File: src/sv/psdbg_pkg.sv
// shared constants and register codes for the power source debounce / battery gauge
// no dependencies
package psdbg_pkg;

  localparam int RATIO_W    = 12;
  localparam int THRESH_W   = 12;
  localparam int DEB_W      = 16;
  localparam int MV_W       = 16;
  localparam int PCT_W      = 7;
  localparam int CFG_IDX_W  = 3;
  localparam int CFG_DATA_W = 16;
  localparam int NUM_W      = 24;
  localparam int DIV_STEPS  = 7;
  localparam int CNT_W      = 4;

  localparam logic [PCT_W-1:0] PCT_FULL = 7'd100;
  localparam logic [MV_W-1:0]  MV_MAX   = 16'hFFFF;

  typedef enum logic [CFG_IDX_W-1:0] {
    REG_MAINS_THRESHOLD = 3'd0,
    REG_DEBOUNCE        = 3'd1,
    REG_DIVIDER_RATIO   = 3'd2,
    REG_BATTERY_EMPTY   = 3'd3,
    REG_BATTERY_FULL    = 3'd4,
    REG_SENSE_MODE      = 3'd5,
    REG_LOW_PERCENT     = 3'd6,
    REG_STATUS_LOW      = 3'd7
  } cfg_reg_t;

endpackage

File: src/sv/psdbg_gauge.sv
// bit-serial battery scaling and percentage divider
// depends on psdbg_pkg
module psdbg_gauge import psdbg_pkg::*; #(
  parameter int ADC_BITS = 12
) (
  input  logic                clk,
  input  logic                rst,
  input  logic                start,
  input  logic [ADC_BITS-1:0] adc_mv,
  input  logic [RATIO_W-1:0]  ratio,
  input  logic [MV_W-1:0]     empty_mv,
  input  logic [MV_W-1:0]     full_mv,
  output logic                done,
  output logic [MV_W-1:0]     level_mv,
  output logic [PCT_W-1:0]    percent
);

  localparam int P_W = ADC_BITS + RATIO_W + 1;

  typedef enum logic [1:0] {G_IDLE, G_MUL, G_SCALE, G_DIV} gstate_t;

  gstate_t              state;
  logic [P_W-1:0]       prod;
  logic [ADC_BITS-1:0]  adc_r;
  logic [CNT_W-1:0]     cnt;
  logic [NUM_W-1:0]     rem;
  logic [NUM_W-1:0]     dsh;
  logic [PCT_W-1:0]     quo;

  logic [ADC_BITS:0]    sum;
  logic [P_W-1:0]       rounded;
  logic [P_W-1:0]       scaled;
  logic [MV_W-1:0]      mv_sat;
  logic [MV_W-1:0]      diff;
  logic [MV_W-1:0]      span;
  logic [NUM_W-1:0]     num;
  logic [NUM_W-1:0]     den;
  logic                 fits;
  logic [PCT_W-1:0]     quo_next;

  always_comb begin
    sum      = prod[P_W-1:RATIO_W] + (prod[0] ? {1'b0, adc_r} : '0);
    rounded  = {1'b0, prod[P_W-2:0]} + P_W'(128);
    scaled   = rounded >> 8;
    mv_sat   = (scaled > P_W'(MV_MAX)) ? MV_MAX : scaled[MV_W-1:0];
    diff     = mv_sat - empty_mv;
    span     = full_mv - empty_mv;
    num      = (NUM_W'(diff) << 7) + (NUM_W'(diff) << 6) + (NUM_W'(diff) << 3) + NUM_W'(span);
    den      = NUM_W'({span, 1'b0}) << (DIV_STEPS - 1);
    fits     = rem >= dsh;
    quo_next = {quo[PCT_W-2:0], fits};
  end

  always_ff @(posedge clk) begin
    if (rst) begin
      state <= G_IDLE;
      done  <= 1'b0;
    end else begin
      case (state)
        G_IDLE: begin
          done <= 1'b0;
          if (start) begin
            prod  <= P_W'(ratio);
            adc_r <= adc_mv;
            cnt   <= '0;
            state <= G_MUL;
          end
        end
        G_MUL: begin
          done <= 1'b0;
          prod <= {1'b0, sum, prod[RATIO_W-1:1]};
          cnt  <= cnt + 1'b1;
          if (cnt == CNT_W'(RATIO_W - 1)) begin
            state <= G_SCALE;
          end
        end
        G_SCALE: begin
          level_mv <= mv_sat;
          if (mv_sat <= empty_mv) begin
            percent <= '0;
            done    <= 1'b1;
            state   <= G_IDLE;
          end else if (mv_sat >= full_mv) begin
            percent <= PCT_FULL;
            done    <= 1'b1;
            state   <= G_IDLE;
          end else begin
            done  <= 1'b0;
            rem   <= num;
            dsh   <= den;
            quo   <= '0;
            cnt   <= '0;
            state <= G_DIV;
          end
        end
        G_DIV: begin
          if (fits) begin
            rem <= rem - dsh;
          end
          dsh  <= dsh >> 1;
          quo  <= quo_next;
          cnt  <= cnt + 1'b1;
          done <= (cnt == CNT_W'(DIV_STEPS - 1));
          if (cnt == CNT_W'(DIV_STEPS - 1)) begin
            percent <= quo_next;
            state   <= G_IDLE;
          end
        end
        default: begin
          done  <= 1'b0;
          state <= G_IDLE;
        end
      endcase
    end
  end

endmodule

File: src/sv/power_source_debounce_battery_gauge.sv
// power source debounce with linear battery gauge, top level
// depends on psdbg_pkg and psdbg_gauge
//
// usage: one poll enters on the s_ channel; one result leaves on the m_ channel for every poll.
// the mains sample is thresholded and debounced against the wrapping millisecond timestamp;
// a confirmed change raises changed for that one result.
// the battery sample is scaled by the q8 divider ratio in a bit-serial shift-add multiplier
// (one ratio bit per step) and mapped to percent by a restoring divider
// (one quotient bit per step).
// a new poll is taken only in idle, after the last result entered the result register; in
// status-pin mode or on a failed battery read the poll goes straight to output, else it
// waits on the multiplier and, unless the voltage clamps to 0 or 100 percent, the divider.
// the result register sits between the channels; when the receiver stalls, the block keeps
// computing and holds its next result until the register is free. configuration is written on
// cfg_we/cfg_index/cfg_data; the user must write it only while the block is idle (unchecked).
// reset (rst, synchronous) restores register defaults, clears the filter and gauge values
// and arms first-sample seeding.
module power_source_debounce_battery_gauge import psdbg_pkg::*; #(
  parameter int TIME_WIDTH = 32,
  parameter int ADC_BITS   = 12
) (
  input  logic                     clk,
  input  logic                     rst,
  input  logic                     s_tvalid,
  output logic                     s_tready,
  // mains_mv, mains_ok, battery_adc_mv, battery_ok, status_pin, now_ms
  input  logic [((2*ADC_BITS+3+TIME_WIDTH+7)/8)*8-1:0] s_tdata,
  output logic                     m_tvalid,
  input  logic                     m_tready,
  // changed, on_mains, battery_percent, battery_level_mv, last_mains_mv
  output logic [((2+PCT_W+MV_W+ADC_BITS+7)/8)*8-1:0]   m_tdata,
  input  logic                     cfg_we,
  input  logic [CFG_IDX_W-1:0]     cfg_index,
  input  logic [CFG_DATA_W-1:0]    cfg_data
);

  localparam int OUT_W = ((2 + PCT_W + MV_W + ADC_BITS + 7) / 8) * 8;
  localparam int CMP_W = (ADC_BITS > THRESH_W) ? ADC_BITS : THRESH_W;

  typedef enum logic [1:0] {ST_IDLE, ST_GAUGE, ST_OUT} state_t;

  state_t                state;

  logic [THRESH_W-1:0]   mains_threshold_mv;
  logic [DEB_W-1:0]      debounce_ms;
  logic [RATIO_W-1:0]    divider_ratio_q8;
  logic [MV_W-1:0]       battery_empty_mv;
  logic [MV_W-1:0]       battery_full_mv;
  logic                  sense_mode;
  logic [PCT_W-1:0]      low_percent;
  logic                  status_active_low;

  logic                  confirmed_main;
  logic                  candidate_main;
  logic [TIME_WIDTH-1:0] candidate_since;
  logic                  first_sample;
  logic [PCT_W-1:0]      battery_pct;
  logic [MV_W-1:0]       battery_mv;
  logic [ADC_BITS-1:0]   mains_mv;
  logic                  changed;

  logic [ADC_BITS-1:0]   in_mains_mv;
  logic                  in_mains_ok;
  logic [ADC_BITS-1:0]   in_battery_mv;
  logic                  in_battery_ok;
  logic                  in_status_pin;
  logic [TIME_WIDTH-1:0] in_now_ms;

  logic                  accept;
  logic                  inst_main;
  logic [TIME_WIDTH-1:0] elapsed;
  logic                  confirm;
  logic                  is_low;
  logic [PCT_W-1:0]      low_sat;
  logic                  gauge_start;
  logic                  gauge_done;
  logic [MV_W-1:0]       gauge_mv;
  logic [PCT_W-1:0]      gauge_pct;
  logic                  out_free;

  assign in_mains_mv   = s_tdata[ADC_BITS-1:0];
  assign in_mains_ok   = s_tdata[ADC_BITS];
  assign in_battery_mv = s_tdata[2*ADC_BITS:ADC_BITS+1];
  assign in_battery_ok = s_tdata[2*ADC_BITS+1];
  assign in_status_pin = s_tdata[2*ADC_BITS+2];
  assign in_now_ms     = s_tdata[2*ADC_BITS+3 +: TIME_WIDTH];

  assign s_tready    = (state == ST_IDLE);
  assign accept      = s_tvalid && s_tready;
  assign inst_main   = CMP_W'(in_mains_mv) >= CMP_W'(mains_threshold_mv);
  assign elapsed     = in_now_ms - candidate_since;
  assign confirm     = in_mains_ok && !first_sample && (inst_main == candidate_main) &&
                       (candidate_main != confirmed_main) &&
                       (elapsed >= TIME_WIDTH'(debounce_ms));
  assign is_low      = in_status_pin ^ status_active_low;
  assign low_sat     = (low_percent > PCT_FULL) ? PCT_FULL : low_percent;
  assign gauge_start = accept && !sense_mode && in_battery_ok;
  assign out_free    = !m_tvalid || m_tready;

  psdbg_gauge #(
    .ADC_BITS (ADC_BITS)
  ) u_gauge (
    .clk      (clk),
    .rst      (rst),
    .start    (gauge_start),
    .adc_mv   (in_battery_mv),
    .ratio    (divider_ratio_q8),
    .empty_mv (battery_empty_mv),
    .full_mv  (battery_full_mv),
    .done     (gauge_done),
    .level_mv (gauge_mv),
    .percent  (gauge_pct)
  );

  always_ff @(posedge clk) begin
    if (rst) begin
      mains_threshold_mv <= 12'd2000;
      debounce_ms        <= 16'd2000;
      divider_ratio_q8   <= 12'd512;
      battery_empty_mv   <= 16'd3300;
      battery_full_mv    <= 16'd4200;
      sense_mode         <= 1'b0;
      low_percent        <= 7'd20;
      status_active_low  <= 1'b1;
    end else if (cfg_we) begin
      case (cfg_reg_t'(cfg_index))
        REG_MAINS_THRESHOLD: mains_threshold_mv <= cfg_data[THRESH_W-1:0];
        REG_DEBOUNCE:        debounce_ms        <= cfg_data[DEB_W-1:0];
        REG_DIVIDER_RATIO:   divider_ratio_q8   <= cfg_data[RATIO_W-1:0];
        REG_BATTERY_EMPTY:   battery_empty_mv   <= cfg_data[MV_W-1:0];
        REG_BATTERY_FULL:    battery_full_mv    <= cfg_data[MV_W-1:0];
        REG_SENSE_MODE:      sense_mode         <= cfg_data[0];
        REG_LOW_PERCENT:     low_percent        <= cfg_data[PCT_W-1:0];
        REG_STATUS_LOW:      status_active_low  <= cfg_data[0];
        default: ;
      endcase
    end
  end

  always_ff @(posedge clk) begin
    if (rst) begin
      state           <= ST_IDLE;
      m_tvalid        <= 1'b0;
      confirmed_main  <= 1'b0;
      candidate_main  <= 1'b0;
      candidate_since <= '0;
      first_sample    <= 1'b1;
      battery_pct     <= '0;
      battery_mv      <= '0;
      mains_mv        <= '0;
      changed         <= 1'b0;
    end else begin
      if (m_tvalid && m_tready && state != ST_OUT) begin
        m_tvalid <= 1'b0;
      end
      case (state)
        ST_IDLE: begin
          if (accept) begin
            changed <= confirm;
            if (in_mains_ok) begin
              mains_mv <= in_mains_mv;
              if (first_sample) begin
                candidate_main  <= inst_main;
                candidate_since <= in_now_ms;
                confirmed_main  <= inst_main;
                first_sample    <= 1'b0;
              end else if (inst_main != candidate_main) begin
                candidate_main  <= inst_main;
                candidate_since <= in_now_ms;
              end else if (confirm) begin
                confirmed_main <= candidate_main;
              end
            end
            if (sense_mode) begin
              battery_mv  <= '0;
              battery_pct <= is_low ? low_sat : PCT_FULL;
              state       <= ST_OUT;
            end else if (in_battery_ok) begin
              state <= ST_GAUGE;
            end else begin
              state <= ST_OUT;
            end
          end
        end
        ST_GAUGE: begin
          if (gauge_done) begin
            battery_mv  <= gauge_mv;
            battery_pct <= gauge_pct;
            state       <= ST_OUT;
          end
        end
        ST_OUT: begin
          if (out_free) begin
            m_tdata  <= OUT_W'({mains_mv, battery_mv, battery_pct, confirmed_main, changed});
            m_tvalid <= 1'b1;
            state    <= ST_IDLE;
          end
        end
        default: state <= ST_IDLE;
      endcase
    end
  end

endmodule
File: config.mk
export PLATFORM = sky130hd
export DESIGN_NAME = power_source_debounce_battery_gauge
export DESIGN_NICKNAME = d
export VERILOG_FILES = /design/src/sv/psdbg_pkg.sv /design/src/sv/psdbg_gauge.sv /design/src/sv/power_source_debounce_battery_gauge.sv
export SDC_FILE = /design/constraint.sdc
export NUM_CORES = 1
export LEC_CHECK = 0
export BUFFER_PORTS_ARGS = -buffer_cell sky130_fd_sc_hd__buf_2
export CAP_MARGIN = 20
export CORE_ASPECT_RATIO = 1.4
export CORE_MARGIN = 3
export CORE_UTILIZATION = 50
export DETAILED_ROUTE_END_ITERATION = 12
export PLACE_DENSITY = 0.67
export SETUP_SLACK_MARGIN = 0.2
export SKIP_LAST_GASP = 1
export SLEW_MARGIN = 10
export SYNTH_ARGS = -nofsm -noshare
export SYNTH_HDL_FRONTEND = slang
export SYNTH_SLANG_ARGS = --single-unit
File: constraint.sdc
create_clock -name clk -period 9.2 [get_ports clk]
set_input_delay 1.38 -clock clk [delete_from_list [all_inputs] [get_ports clk]]
set_output_delay 1.38 -clock clk [all_outputs]
set_load 0.03 [all_outputs]
==> flow_metrics.tcl <==
set metrics [dict create \
    tightest_slew_ns 1.08 \
    min_period_over_period 0.808 \
    power_frac_comb 0.307 \
    cts_setup_buffers 0 \
    min_path_cells 0 \
    maxCapViolations 0 \
    numCtsBuffers 31 \
    synthesis.area_mm2 0.0192 \
    p_leak_nw 9.05 \
    clkPwrFrac 0.313 \
    area_growth_pct 10.9 \
    dr.pass1.iters 5 \
    grt_start_max_net_pins 87 \
    ant_nets 0 \
    cts_tree "yes" \
    ctsResizeCount 0 \
    drc 0 \
    slew_viol_final 0 \
    num_rows 84 \
    ys_ff_latch 311 \
    antenna_found_initial 5 \
    synth_area_leaders "edfxtp_1, dfxtp_1, ha_1" \
    power_density_mw_per_mm2 193 \
    cp.required_ns 9.51 \
    ff2ff_path_depth 31 \
    met3WireLength_um 1700 \
    synth_cell_types 80 \
    critPathCaptureType "flop" \
    drt-met1-wl_um 18100 \
    fin_worst_skew_ns 0.0131 \
    clkTransAtPathRegs_ns 0.07 \
    critical_path_class "reg -> reg" \
    grt_use_total 0.222 \
    cts_buffer_depth 3 \
    route.met2.wl_um 23900 \
    syn_area_per_cell_um2 9.02 \
    final_nets 2518 \
    ys_warn_count 0 \
    layout-drive-gt1-share 0.0996 \
    port_buffers 121 \
    post-place-ws_ns 1.75 \
    cts-root-buf "clkbuf_16" \
    startpoint_type "flop" \
    finalWorstSetupSlack_ns 1.77 \
    switchingPower_w 0.00132 \
    wl_per_cell_um 16.7 \
    intPower_w 0.00279 \
    clk-insertion-delay-late_ns 0.59 \
    async_flop_share 0 \
    initial_core_util 0.509 \
    arrival_ns 7.74 \
    path_max_fanout 8 \
    fillCellCount 3325 \
    die_x_um 172 \
    status "finished, final reports clean" \
    viasPerCell 5.52 \
    cpMaxStageDelayCell "a31oi_1" \
    grt_pass1_wl_um 73200 \
    synth_edf_count 153 \
    vdd_drop_max_mv 0.165 \
    fmax_mhz 135 \
    vias 15100 \
    switching_share 0.321 \
    ys.flop_type "dfxtp_1" \
    synthCells 2128 \
    synth_top_area_frac 0.239 \
    maxSlewHeadroom 0.280 \
    gp_congestion 0.914 \
    highest_layer "met5" \
    min_period_ns 7.43 \
    wl_um 45600 \
    placeableCoreArea_mm2 0.0377 \
    dieArea_mm2 0.0408 \
    die_y_um 238 \
    hold_class "reg -> reg" \
    yosysTopAreaCell "edfxtp_1" \
    max_stage_delay_ns 0.59 \
    h-tree-depth 1 \
    drt_iter0_markers 763 \
    seqPwrFrac 0.380 \
    rsz0062_at_grt "no" \
    grt_pass1_vias 14800 \
    tns_ns 0 \
    finalHoldViolations 0 \
    grt_overflow 0 \
    holdWs_ns 0.433 \
    setup_viol 0 \
    hpwl_um 35500 \
    ys_seq_area_frac 0.404 \
    clock_sinks 311 \
    io_pins 130 \
    ctsHoldBuffers 0 \
]
==> critical path, delay by kind of cell (launching register included) <==
| kind | cells | cell delay (ns) |
|---|---|---|
| XOR/XNOR | 2 | 0.38 |
| buffers and inverters | 3 | 0.21 |
| adder cells (fa/ha/maj) | 4 | 1.55 |
| flip-flops | 1 | 0.43 |
| AND/OR/NAND/NOR | 8 | 1.16 |
| AO/OA/AOI/OAI | 14 | 3.40 |
==> layout make-up <==
| type | count | area, µm² | share of cell area |
|---|---|---|---|
| Timing Repair Buffer | 135 | 717 | 0.0337 |
| Antenna cell | 5 | 12.5 | 0.000588 |
| Clock buffer | 36 | 828 | 0.0389 |
| Inverter | 196 | 736 | 0.0346 |
| Sequential cell | 311 | 7760 | 0.365 |
| Tap cell | 473 | 592 | 0.0278 |
| Clock inverter | 22 | 216 | 0.0102 |
| Multi-Input combinational cell | 1548 | 10400 | 0.490 |
==> worst paths after layout <==
check / startpoint / endpoint / slack, ns
min reg2reg: mains_mv[2] / m_tdata[27] / 0.43
min: mains_mv[2] / m_tdata[27] / 0.43
max: u_gauge.prod[10] / u_gauge.rem[23] / 1.77
max reg2reg: u_gauge.prod[10] / u_gauge.rem[23] / 1.77
==> cells in the mapped netlist (4+ instances only) <==
master and count:
dfxtp_1 158, a31o_2 4, or2_2 6, xnor2_1 58
nor4_1 7, or3_1 6, o21ai_0 69, mux2i_1 38
and3b_1 4, and3_1 25, a21o_1 52, o211ai_1 10
a31oi_1 13, edfxtp_1 153, a22oi_1 16, nand2b_1 23
ha_1 186, nor3_1 45, xor2_1 42, o2111ai_1 8
fa_1 21, and2_1 20, nand2_1 291, a221oi_1 8
o31ai_1 5, nor2b_1 24, nand3b_1 13, o21bai_1 8
nor2_1 206, a21oi_1 165, a211o_1 21, mux2_2 4
a211oi_1 10, nand4_1 22, clkbuf_1 61, nand3_1 36
and4_1 5, o21a_1 14, buf_2 5, a21boi_0 11
inv_1 196, o21ai_1 5
==> stage by stage <==
stage | utilization | cells | total power (W) | instance area, µm²
6_report | 0.564 | 2726 | 0.00411 | 21300
5_1_grt | 0.564 | 2722 | 0.00437 | 21300
4_1_cts | 0.563 | 2720 | 0.00414 | 21300
3_5_place_dp | 0.536 | 2662 | 0.00285 | 20200
3_3_place_gp | 0.536 | 2662 | 0.00282 | 20200
2_1_floorplan | - | 2130 | 0.00257 | 19200
==> layer usage <==
metal	global-route usage	vias to the layer above
met3	0.0278	112
met1	0.252	7032
li1	-	7613
met4	0.0883	4
met2	0.416	290
met5	0	-
==> power groups by stage <==
stage | logic (W) | clock network [W] | registers [W]
after floorplan | 0.000984 | 0 | 0.00159
final | 0.00126 | 0.00129 | 0.00156
after CTS | 0.00127 | 0.00131 | 0.00156
after detailed placement | 0.00126 | 0 | 0.00159
after global routing | 0.00145 | 0.00136 | 0.00156
after global placement | 0.00123 | 0 | 0.00159
==> cell usage in the layout (no fill, tap or decap), drive strengths merged, types with 16 or more instances in the layout <==
cell	n
and2	21
edfxtp	153
xnor2	58
nand2	291
xor2	42
nor3	45
buf	135
a21o	52
a21oi	167
mux2i	38
nand2b	23
clkbuf	36
nand4	22
dfxtp	158
o21ai	74
nor2	206
a211o	21
inv	204
nor2b	24
a22oi	16
fa	21
nand3	36
and3	25
ha	186
==> registers in the layout, summed over array words and instances, names as in the netlist, 12 cells and up <==
name	cells
battery_mv	16
mains_mv	12
u_gauge.adc_r	12
debounce_ms	16
u_gauge.dsh	23
u_gauge.level_mv	16
battery_full_mv	16
candidate_since	32
m_tdata	37
u_gauge.rem	24
mains_threshold_mv	12
battery_empty_mv	16
u_gauge.prod	24
divider_ratio_q8	12
==> logic make-up after synthesis <==
group           synth area share
other cells             0.000195
buf+inv                   0.0552
xor+xnor                  0.0456
fa+ha+maj                  0.143
simple gates               0.177
flops                      0.404
compound gates             0.153
mux                       0.0222
Power figures use the tool's default switching activity.
